### config.mk
export PLATFORM = sky130hd
export DESIGN_NAME = wav_pcm_header_parser_unit
export DESIGN_NICKNAME = d
export VERILOG_FILES = /design/src/hw/rtl/wph_pkg.sv /design/src/hw/rtl/wph_core.sv /design/src/hw/rtl/wav_pcm_header_parser_unit.sv
export SDC_FILE = /design/constraint.sdc
export NUM_CORES = 1
export LEC_CHECK = 0
export BUFFER_PORTS_ARGS = -buffer_cell sky130_fd_sc_hd__buf_2
export CAP_MARGIN = 15
export CORE_ASPECT_RATIO = 1.2
export CORE_UTILIZATION = 60
export CTS_CLUSTER_SIZE = 40
export DETAILED_ROUTE_END_ITERATION = 8
export GPL_TIMING_DRIVEN = 0
export PLACE_DENSITY = 0.93
export SETUP_SLACK_MARGIN = 0.4
export SLEW_MARGIN = 0
export SYNTH_ARGS = -nofsm -noshare
export SYNTH_HDL_FRONTEND = slang
export SYNTH_SLANG_ARGS = --single-unit
### constraint.sdc
create_clock -name clk_i -period 8.1 [get_ports clk_i]
set_clock_uncertainty 0.2 [all_clocks]
set_input_delay 1.62 -clock clk_i [delete_from_list [all_inputs] [get_ports clk_i]]
set_output_delay 1.62 -clock clk_i [all_outputs]
set_load 0.02 [all_outputs]
### src/hw/rtl/wph_pkg.sv
// ----------------------------------------------------------------------------
// WAV PCM header parser package
// Shared types and constants for the RIFF/WAVE header parser.
// ----------------------------------------------------------------------------
package wph_pkg;

  localparam int unsigned HeaderLen = 44;
  localparam int unsigned PosW      = 6;
  localparam int unsigned SizeW     = 31;
  localparam int unsigned OutDataW  = 112;

  localparam logic [31:0] TagRiff = 32'h4646_4952;
  localparam logic [31:0] TagWave = 32'h4556_4157;
  localparam logic [31:0] TagFmt  = 32'h2074_6d66;
  localparam logic [31:0] TagData = 32'h6174_6164;
  localparam logic [31:0] FmtSize = 32'd16;
  localparam logic [15:0] FmtPcm  = 16'd1;
  localparam logic [15:0] MonoCh  = 16'd1;
  localparam logic [15:0] Width8  = 16'd8;

  localparam logic [PosW-1:0] PosRiffEnd  = PosW'(3);
  localparam logic [PosW-1:0] PosWaveEnd  = PosW'(11);
  localparam logic [PosW-1:0] PosFmtEnd   = PosW'(15);
  localparam logic [PosW-1:0] PosFsizeEnd = PosW'(19);
  localparam logic [PosW-1:0] PosFtagEnd  = PosW'(21);
  localparam logic [PosW-1:0] PosChanEnd  = PosW'(23);
  localparam logic [PosW-1:0] PosRateEnd  = PosW'(27);
  localparam logic [PosW-1:0] PosWidthEnd = PosW'(35);
  localparam logic [PosW-1:0] PosDtagEnd  = PosW'(39);
  localparam logic [PosW-1:0] PosDsizeEnd = PosW'(43);

  typedef enum logic [2:0] {
    ERR_NONE      = 3'd0,
    ERR_NO_RIFF   = 3'd1,
    ERR_NO_WAVE   = 3'd2,
    ERR_NO_FMT    = 3'd3,
    ERR_FMT_SIZE  = 3'd4,
    ERR_NOT_PCM   = 3'd5,
    ERR_DATA_SIZE = 3'd6
  } err_e;

  typedef struct packed {
    logic             payload_valid;
    logic [7:0]       payload_byte;
    logic             payload_last;
    logic             header_ok;
    err_e             error_code;
    logic             tag_warning;
    logic [15:0]      channels;
    logic [15:0]      bits_per_sample;
    logic [31:0]      sample_rate;
    logic [SizeW-1:0] data_size;
    logic [1:0]       format_code;
  } result_t;

endpackage

### src/hw/rtl/wph_core.sv
// ----------------------------------------------------------------------------
// WAV PCM header parser core
// Holds the parse state and forms the result for the byte being stepped in.
// ----------------------------------------------------------------------------
module wph_core
  import wph_pkg::*;
(
  input  logic       clk_i,
  input  logic       rst_ni,
  input  logic       step_i,
  input  logic [7:0] in_byte_i,
  input  logic       start_i,
  output result_t    result_o
);

  logic [PosW-1:0]  pos_q, pos_d;
  logic [31:0]      shift_q, shift_d;
  logic [15:0]      chan_q, chan_d;
  logic [15:0]      width_q, width_d;
  logic [31:0]      rate_q, rate_d;
  logic [SizeW-1:0] remain_q, remain_d;
  err_e             err_q, err_d;
  logic             warn_q, warn_d;
  logic             in_pay_q, in_pay_d;

  logic [31:0] shift_new;
  logic [15:0] half;

  always_comb begin
    pos_d    = start_i ? '0 : pos_q;
    shift_d  = start_i ? '0 : shift_q;
    chan_d   = start_i ? '0 : chan_q;
    width_d  = start_i ? '0 : width_q;
    rate_d   = start_i ? '0 : rate_q;
    remain_d = start_i ? '0 : remain_q;
    err_d    = start_i ? ERR_NONE : err_q;
    warn_d   = start_i ? 1'b0 : warn_q;
    in_pay_d = start_i ? 1'b0 : in_pay_q;

    shift_new = {in_byte_i, shift_d[31:8]};
    half      = shift_new[31:16];

    result_o               = '0;
    result_o.error_code    = ERR_NONE;

    if (err_d != ERR_NONE) begin
      result_o.payload_valid = 1'b0;
    end else if (in_pay_d) begin
      result_o.payload_valid = 1'b1;
      result_o.payload_byte  = in_byte_i;
      remain_d               = remain_d - SizeW'(1);
      if (remain_d == '0) begin
        result_o.payload_last = 1'b1;
        in_pay_d              = 1'b0;
      end
    end else if (pos_d < PosW'(HeaderLen)) begin
      shift_d = shift_new;
      case (pos_d)
        PosRiffEnd: begin
          if (shift_new != TagRiff) err_d = ERR_NO_RIFF;
        end
        PosWaveEnd: begin
          if (shift_new != TagWave) err_d = ERR_NO_WAVE;
        end
        PosFmtEnd: begin
          if (shift_new != TagFmt) err_d = ERR_NO_FMT;
        end
        PosFsizeEnd: begin
          if (shift_new != FmtSize) err_d = ERR_FMT_SIZE;
        end
        PosFtagEnd: begin
          if (half != FmtPcm) err_d = ERR_NOT_PCM;
        end
        PosChanEnd: begin
          chan_d = half;
        end
        PosRateEnd: begin
          rate_d = shift_new;
        end
        PosWidthEnd: begin
          width_d = half;
        end
        PosDtagEnd: begin
          if (shift_new != TagData) warn_d = 1'b1;
        end
        PosDsizeEnd: begin
          if (shift_new == '0 || shift_new[31]) begin
            err_d = ERR_DATA_SIZE;
          end else begin
            result_o.header_ok = 1'b1;
            result_o.data_size = shift_new[SizeW-1:0];
            remain_d           = shift_new[SizeW-1:0];
            in_pay_d           = 1'b1;
          end
        end
        default: begin
        end
      endcase
      pos_d = pos_d + PosW'(1);
    end

    result_o.error_code      = err_d;
    result_o.tag_warning     = warn_d;
    result_o.channels        = chan_d;
    result_o.bits_per_sample = width_d;
    result_o.sample_rate     = rate_d;
    result_o.format_code     = {chan_d != MonoCh, width_d != Width8};
  end

  always_ff @(posedge clk_i or negedge rst_ni) begin
    if (!rst_ni) begin
      pos_q    <= '0;
      shift_q  <= '0;
      chan_q   <= '0;
      width_q  <= '0;
      rate_q   <= '0;
      remain_q <= '0;
      err_q    <= ERR_NONE;
      warn_q   <= 1'b0;
      in_pay_q <= 1'b0;
    end else if (step_i) begin
      pos_q    <= pos_d;
      shift_q  <= shift_d;
      chan_q   <= chan_d;
      width_q  <= width_d;
      rate_q   <= rate_d;
      remain_q <= remain_d;
      err_q    <= err_d;
      warn_q   <= warn_d;
      in_pay_q <= in_pay_d;
    end
  end

`ifndef NO_ASSERTIONS
  a_pos_bound: assert property (@(posedge clk_i) disable iff (!rst_ni)
    pos_q <= PosW'(HeaderLen))
    else $error("header position ran past the header");
  a_pay_no_err: assert property (@(posedge clk_i) disable iff (!rst_ni)
    in_pay_q |-> (err_q == ERR_NONE && pos_q == PosW'(HeaderLen)))
    else $error("payload phase without a clean header");
  a_pay_count: assert property (@(posedge clk_i) disable iff (!rst_ni)
    in_pay_q |-> remain_q != '0)
    else $error("payload phase with no bytes left");
`endif

endmodule

### src/hw/rtl/wav_pcm_header_parser_unit.sv
// ----------------------------------------------------------------------------
// WAV PCM header parser unit
// Parses a RIFF/WAVE PCM header byte by byte and passes the payload through.
// ----------------------------------------------------------------------------
// Usage: file bytes enter on the s_axis channel, one byte per beat, with
// s_axis_tuser set on the first byte of a new file. Every input beat yields
// exactly one output beat on m_axis carrying the parse result for that byte.
// m_axis_tuser flags an audio payload byte and m_axis_tlast marks the final
// payload byte of the data chunk.
// The output beat follows in the cycle after its input beat is taken, and
// one byte can be taken every cycle. The rate is set by the single result
// register: a new byte is taken whenever that register is empty or is
// being drained. When the receiver stalls, the result is held and
// s_axis_tready stays low until the held beat is taken. Reset clears all
// parse state and the output valid flag; after reset a header is expected
// at byte 0 without a start flag. An error code is sticky and later bytes
// give non-payload results carrying the error until the next start flag.
// ----------------------------------------------------------------------------
module wav_pcm_header_parser_unit
  import wph_pkg::*;
(
  input  logic                clk_i,
  input  logic                rst_ni,
  input  logic                s_axis_tvalid,
  output logic                s_axis_tready,
  input  logic [7:0]          s_axis_tdata,  // in_byte
  input  logic                s_axis_tuser,  // start_req
  output logic                m_axis_tvalid,
  input  logic                m_axis_tready,
  // payload_byte, header_ok, error_code, tag_warning, channels,
  // bits_per_sample, sample_rate, data_size, format_code, zero fill
  output logic [OutDataW-1:0] m_axis_tdata,
  output logic                m_axis_tuser,  // payload_valid
  output logic                m_axis_tlast   // payload_last
);

  logic    out_valid_q;
  result_t res_q;
  result_t res_d;
  logic    accept;

  assign s_axis_tready = !out_valid_q || m_axis_tready;
  assign accept        = s_axis_tvalid && s_axis_tready;

  wph_core u_core (
    .clk_i     (clk_i),
    .rst_ni    (rst_ni),
    .step_i    (accept),
    .in_byte_i (s_axis_tdata),
    .start_i   (s_axis_tuser),
    .result_o  (res_d)
  );

  always_ff @(posedge clk_i or negedge rst_ni) begin
    if (!rst_ni) begin
      out_valid_q <= 1'b0;
    end else if (s_axis_tready) begin
      out_valid_q <= s_axis_tvalid;
    end
  end

  always_ff @(posedge clk_i) begin
    if (accept) begin
      res_q <= res_d;
    end
  end

  assign m_axis_tvalid = out_valid_q;
  assign m_axis_tuser  = res_q.payload_valid;
  assign m_axis_tlast  = res_q.payload_last;
  assign m_axis_tdata  = {2'b00,
                          res_q.format_code,
                          res_q.data_size,
                          res_q.sample_rate,
                          res_q.bits_per_sample,
                          res_q.channels,
                          res_q.tag_warning,
                          res_q.error_code,
                          res_q.header_ok,
                          res_q.payload_byte};

`ifndef NO_ASSERTIONS
  a_last_is_payload: assert property (@(posedge clk_i) disable iff (!rst_ni)
    (m_axis_tvalid && m_axis_tlast) |-> m_axis_tuser)
    else $error("last flag on a beat that is not payload");
  a_ok_no_error: assert property (@(posedge clk_i) disable iff (!rst_ni)
    (m_axis_tvalid && res_q.header_ok) |-> (res_q.error_code == ERR_NONE))
    else $error("header accepted together with an error");
  a_size_only_ok: assert property (@(posedge clk_i) disable iff (!rst_ni)
    (m_axis_tvalid && !res_q.header_ok) |-> (res_q.data_size == '0))
    else $error("data size shown outside the header completion beat");
  a_accept_fills: assert property (@(posedge clk_i) disable iff (!rst_ni)
    accept |=> out_valid_q)
    else $error("accepted byte produced no result beat");
`endif

endmodule
==> metrics.txt, run 1 <==
clock sink count=243; mean post-synth cell area=9.789 um2; grt total ovfl=0; Tot GR Track Use=0.3721; number of gates resized after CTS=0; Design Area, Final=13,560 um2; Skew-Pair Late Insertion Delay=530 ps; Layout area overhead=15.70%; beginning of the worst register-to-register path=u_core.err_q[0]; vias per cell=6.369; DR vias=10.37k; CTS Buf Count=25; Yosys reg bits=243; worst-path fanout max=10; setup TNS=0 ps; die area=20,090 um2; Die Wd=129.6 um; Cell Area, Placed=12,760 um2; Hold Buf Count CTS=0; number of synthesized flops with an enable pin=112; fin cells=1,628; Lkg Pwr=6.050 nW; CP endpoint=m_axis_tdata[108]; CTS tree=done; initial antenna violation count=0; Post-Synthesis Cells=1,197; Seq/Total Area, Yosys=0.5668; initial drt markers=1,294; Peak Freq=133.3 MHz; maximum number of pins on one net before global-route repair=78; IO buf count=125; vias in the first global route=10.16k; post-synth top area cell=edfxtp_1; ant diodes=0; Tcrit/Tclk final=0.9259; core footprint=18,990 um2; leading register cell type out of synthesis=dfrtp_1; asr flop ratio synth=0.5391; final core occ=0.7138; worst r2r dst=m_axis_tdata[16]; cell depth of the worst flop-to-flop path=8; first-pass GRT wire length=56,080 um; commonest cells in the netlist=292 x nand2_1, 131 x dfrtp_1, 112 x edfxtp_1, 85 x nor2_1, 82 x clkbuf_1; Final Hold Viols=0; Routed Antenna Nets=0; Max Slew Vio Count=0; Setup Fix Bufs, Post-CTS=0; total wire length=36,570 um; Setup Crit Path Kind=in2reg; maximum VDD drop=0.1897 mV; CP startpoint=s_axis_tuser; minimum setup slack among reg-to-reg paths=4050 ps; WHS=276.9 ps; deepest clock path buffer count=3; Initial Utilization=0.6169; GP Congestion=0.9745; Critical Path Source Type=input port; fin crit period=7500 ps; status=finished, final reports clean; Routed WL per cell=22.46 um; Boundary Pins=129; WP data arrival=7550 ps; worst slew pin tran=981.4 ps; Yosys top cell area share=0.2870; Cell variety after synth=62; H-tree Lvls=1; RSZ-0062 raised after global routing=false; top cells by area, synth=edfxtp_1 29%, dfrtp_1 28%, nand2_1 9.4%; Max-Cap Viols=0; Post-Syn Area=11,720 um2; Yosys Warn Count=0; dpl cells=1,583; DRC viols=0; relative slew slack=0.3457; DRT Pass-1 Iters=6; # setup viols final=0; HP Class=reg2reg; CP required=8150 ps; die height=155.1 um; layout net count=1,371; clk slew on worst S/H paths=60 ps; PD cells=207.7 nW/um2; num rows=55; CP Capture Type=flip-flop; cell with the most instances after synthesis=nand2_1; Detail Placement HPWL=24,800 um; CTS Root Cell=clkbuf_16; layout cell share with drive strength beyond 1=0.1531
==> placed cells by master (no fill, tap or decap), types with 26 or more instances in the layout <==
master      n
o21ai_0    72
nor2_1     85
a21oi_1    59
edfxtp_1  112
nand2_1   292
clkbuf_1   90
dfrtp_1   131
buf_2     125
a22oi_1    26
and2_1     37
mux2i_1    26
==> stage by stage <==
stage          setup slack (ps)  power, mW
6_report                  600.0      2.816
5_1_grt                   510.7      2.876
4_1_cts                   846.4      2.803
3_5_place_dp              314.5      1.689
3_3_place_gp              130.4      1.682
2_1_floorplan              1682      1.556
==> worst min-delay path by stage <==
stage,endpoint,cells past startpoint,from,slack [ps]
floorplan,u_core.chan_q[10],2,u_core.chan_q[10],240
global placement,u_core.width_q[2],2,u_core.width_q[2],260
detailed placement,u_core.chan_q[2],2,u_core.chan_q[2],260
CTS,u_core.chan_q[2],2,u_core.chan_q[2],280
global route,u_core.width_q[6],2,u_core.width_q[6],290
finish,u_core.width_q[6],2,u_core.width_q[6],280
==> cell families after synthesis <==
group,share of synthesized area
other,0.0003200
and+or+nand+nor,0.2199
muxes,0.04624
DFF,0.5668
xor gates and xnor gates,0.008222
AOI/OAI and AO/OA,0.1149
buffers and inverters,0.03940
adders and majority gates,0.004271
==> routing by layer <==
layer,GRT usage,share of wire,up-vias
met4,0.2159,0.052,0
met5,0,0,-
met2,0.6096,0.49,683
met3,0.06190,0.094,146
li1,-,-,4504
met1,0.4656,0.36,5036
==> worst max-delay path: stages <==
cell	delay, ps
buf_2	90
clkbuf_1	500
clkbuf_1	580
buf_1	610
clkbuf_1	560
clkbuf_1	710
nor2b_1	210
ha_1	350
and3_1	220
o211ai_1	250
clkbuf_1	520
mux2i_1	250
nor2_1	90
or4b_2	640
nor4_1	200
nand4b_1	140
==> power breakdown <==
part	internal [mW]	switching, mW	total, mW
registers	1.34	0.0401	1.38
logic	0.0733	0.224	0.298
clock network	0.661	0.478	1.14
==> registers in the layout, summed over array words and instances (netlist names) <==
signal and flops:
m_axis_tuser 1, u_core.pos_q 6, m_axis_tvalid 1, m_axis_tdata 110, u_core.in_pay_q 1, u_core.err_q 3
u_core.width_q 16, u_core.shift_q 24, u_core.chan_q 16, u_core.warn_q 1, u_core.remain_q 31, m_axis_tlast 1
u_core.rate_q 32
==> final cells by class <==
type / instances / area (um2)
repair buffers: 129 / 719.4
multi-input cells: 838 / 4618
fillers: 1332 / 5436
plain buffers: 96 / 384.1
flip-flops and latches: 243 / 6641
inverters: 21 / 78.83
well taps: 256 / 320.3
clock buffers: 36 / 696.9
clock inverters: 9 / 97.59
Power figures use the tool's default switching activity.
==> run 2, diff against run 1 <==
--- a/config.mk
+++ b/config.mk
@@ -12,6 +12,7 @@
 export CTS_CLUSTER_SIZE = 40
 export DETAILED_ROUTE_END_ITERATION = 8
 export GPL_TIMING_DRIVEN = 0
+export MAX_ROUTING_LAYER = met4
 export PLACE_DENSITY = 0.93
 export SETUP_SLACK_MARGIN = 0.4
 export SLEW_MARGIN = 0
==> metrics.txt, run 2 (same netlist as run 1, synthesis figures left out) <==
Setup Crit Path Kind=in2reg; PD cells=212.3 nW/um2; CP bufs+invs=7; initial antenna violation count=0; number of gates resized after CTS=0; vias per cell=6.390; CP required=8160 ps; Max-Cap Viols=0; Final Hold Viols=0; clk slew on worst S/H paths=70 ps; Max Slew Vio Count=0; HP Class=reg2reg; total wire length=35,940 um; Routed WL per cell=22.10 um; DP Worst Slack=429.2 ps; Lkg Pwr=6.075 nW; Routed Antenna Nets=0; Endpoint, Worst Hold=u_core.rate_q[17]; Detail Placement HPWL=24,010 um; WHS=275.1 ps; total power=2.891 mW; worst-path fanout max=10; Initial Utilization=0.6169; vias in the first global route=9,895; setup TNS=0 ps; DRT Pass-1 Iters=6; status=finished, final reports clean; most common cell after layout, fill and taps aside=nand2_1; Hold Crit Start=u_core.rate_q[17]; DR vias=10.39k; most frequent cells in the layout=292 x nand2_1, 131 x dfrtp_1, 125 x buf_2; first-pass GRT wire length=54,560 um; worst-path cell chain=buf_2, clkbuf_1, clkbuf_1, buf_1, clkbuf_1, clkbuf_1, nor2b_1, ha_1, and3_1, o211ai_1, clkbuf_1, mux2i_1, nor2_1, or4b_2, nor4_1, nand4b_1; fin crit period=7326 ps; crit-path most repeated cell=clkbuf_1; die height=155.1 um; RSZ-0062 raised after global routing=false; Setup Fix Bufs, Post-CTS=0; CTS Buf Count=24; IO buf count=125; CTS Root Cell=clkbuf_16; worst slew pin tran=1039 ps; critical path's slowest cell=or4b_2; worst r2r dst=m_axis_tdata[19]; WP data arrival=7390 ps; Critical Path Source Type=input port; CP top delay family=buffers and inverters; Boundary Pins=129; clock sink count=243; GP Congestion=1.007; CP max stage delay=640 ps; DRC viols=0; initial drt markers=1,333; max reg flops=110; CP Capture Type=flip-flop; Hold Buf Count CTS=0; Multi-input gate area=4618 um2; Final WS setup=773.8 ps; Tot GR Track Use=0.3725; Layout area overhead=16.24%; core footprint=18,990 um2; ant diodes=0; grt total ovfl=0; layout cell share with drive strength beyond 1=0.1577; cell depth of the worst flop-to-flop path=8; maximum VDD drop=0.2393 mV; Die Wd=129.6 um; relative slew slack=0.3076; beginning of the worst register-to-register path=u_core.err_q[0]; FF+latch area=6641 um2; hold depth=2; Peak Freq=136.5 MHz; minimum setup slack among reg-to-reg paths=4020 ps; layout net count=1,369; num rows=55; die area=20,090 um2; Fillers=1,307; deepest clock path buffer count=3; Tcrit/Tclk final=0.9045; CTS tree=done; Skew-Pair Late Insertion Delay=530 ps; maximum number of pins on one net before global-route repair=69; H-tree Lvls=1; # setup viols final=0
-- run 2: cell types whose count changed in the layout (fill, tap and decap cells not counted), sizes merged --
cell and delta:
clkbuf -3, buf -1, clkinvlp +3, bufinv +1, clkinv -1, inv -1
-- run 2: area by class of cell --
cell class,count,share of cell area
sequential,243,0.4876
multi-input combinational,838,0.3391
clock buffer,33,0.05420
timing repair buffer,128,0.05135
buffer,96,0.02820
tap,256,0.02352
clock inverter,11,0.01029
inverter,21,0.005787
-- run 2: worst max-delay path by stage --
| stage | end | from | slack (ps) | cells after the start |
|---|---|---|---|---|
| 4_1_cts | m_axis_tdata[108] | s_axis_tuser | 960 | 16 |
| 2_1_floorplan | m_axis_tdata[0] | m_axis_tready | 1680 | 5 |
| 5_1_grt | m_axis_tdata[108] | s_axis_tuser | 640 | 16 |
| 3_3_place_gp | m_axis_tdata[45] | m_axis_tready | 70 | 6 |
| 3_5_place_dp | m_axis_tdata[108] | s_axis_tuser | 430 | 16 |
| 6_report | m_axis_tdata[108] | s_axis_tuser | 770 | 16 |
-- run 2: tightest hold or removal path, stage by stage (launching register included) --
cell	delay [ps]
dfrtp_1	340
nand2_1	50
nand2_1	60
-- run 2: routing by layer --
layer  vias to the layer above  routed length, um  track usage  part of all wire
met1                      4992              12840       0.4513              0.36
met4                         0               2243       0.2331             0.062
met5                         -                  0            -                 0
met2                       709              17360       0.5809              0.48
li1                       4522                  -            -                 -
met3                       167               3491      0.06293             0.097
-- run 2: per-stage QoR --
step	instances	area [um2]	utilization
final	1626	13620	0.7171
after global routing	1626	13620	0.7171
after CTS	1626	13620	0.7171
after detailed placement	1582	12740	0.6709
after global placement	1579	12670	0.6669
after floorplan	1198	11720	-
-- run 2: report_power, final --
part | total (mW) | leakage, nW | switching (mW) | internal, mW
clock | 1.22 | 0.424 | 0.482 | 0.734
combinational | 0.297 | 2.76 | 0.225 | 0.0720
sequential | 1.38 | 2.89 | 0.0390 | 1.34
total | 2.89 | 6.08 | 0.746 | 2.15
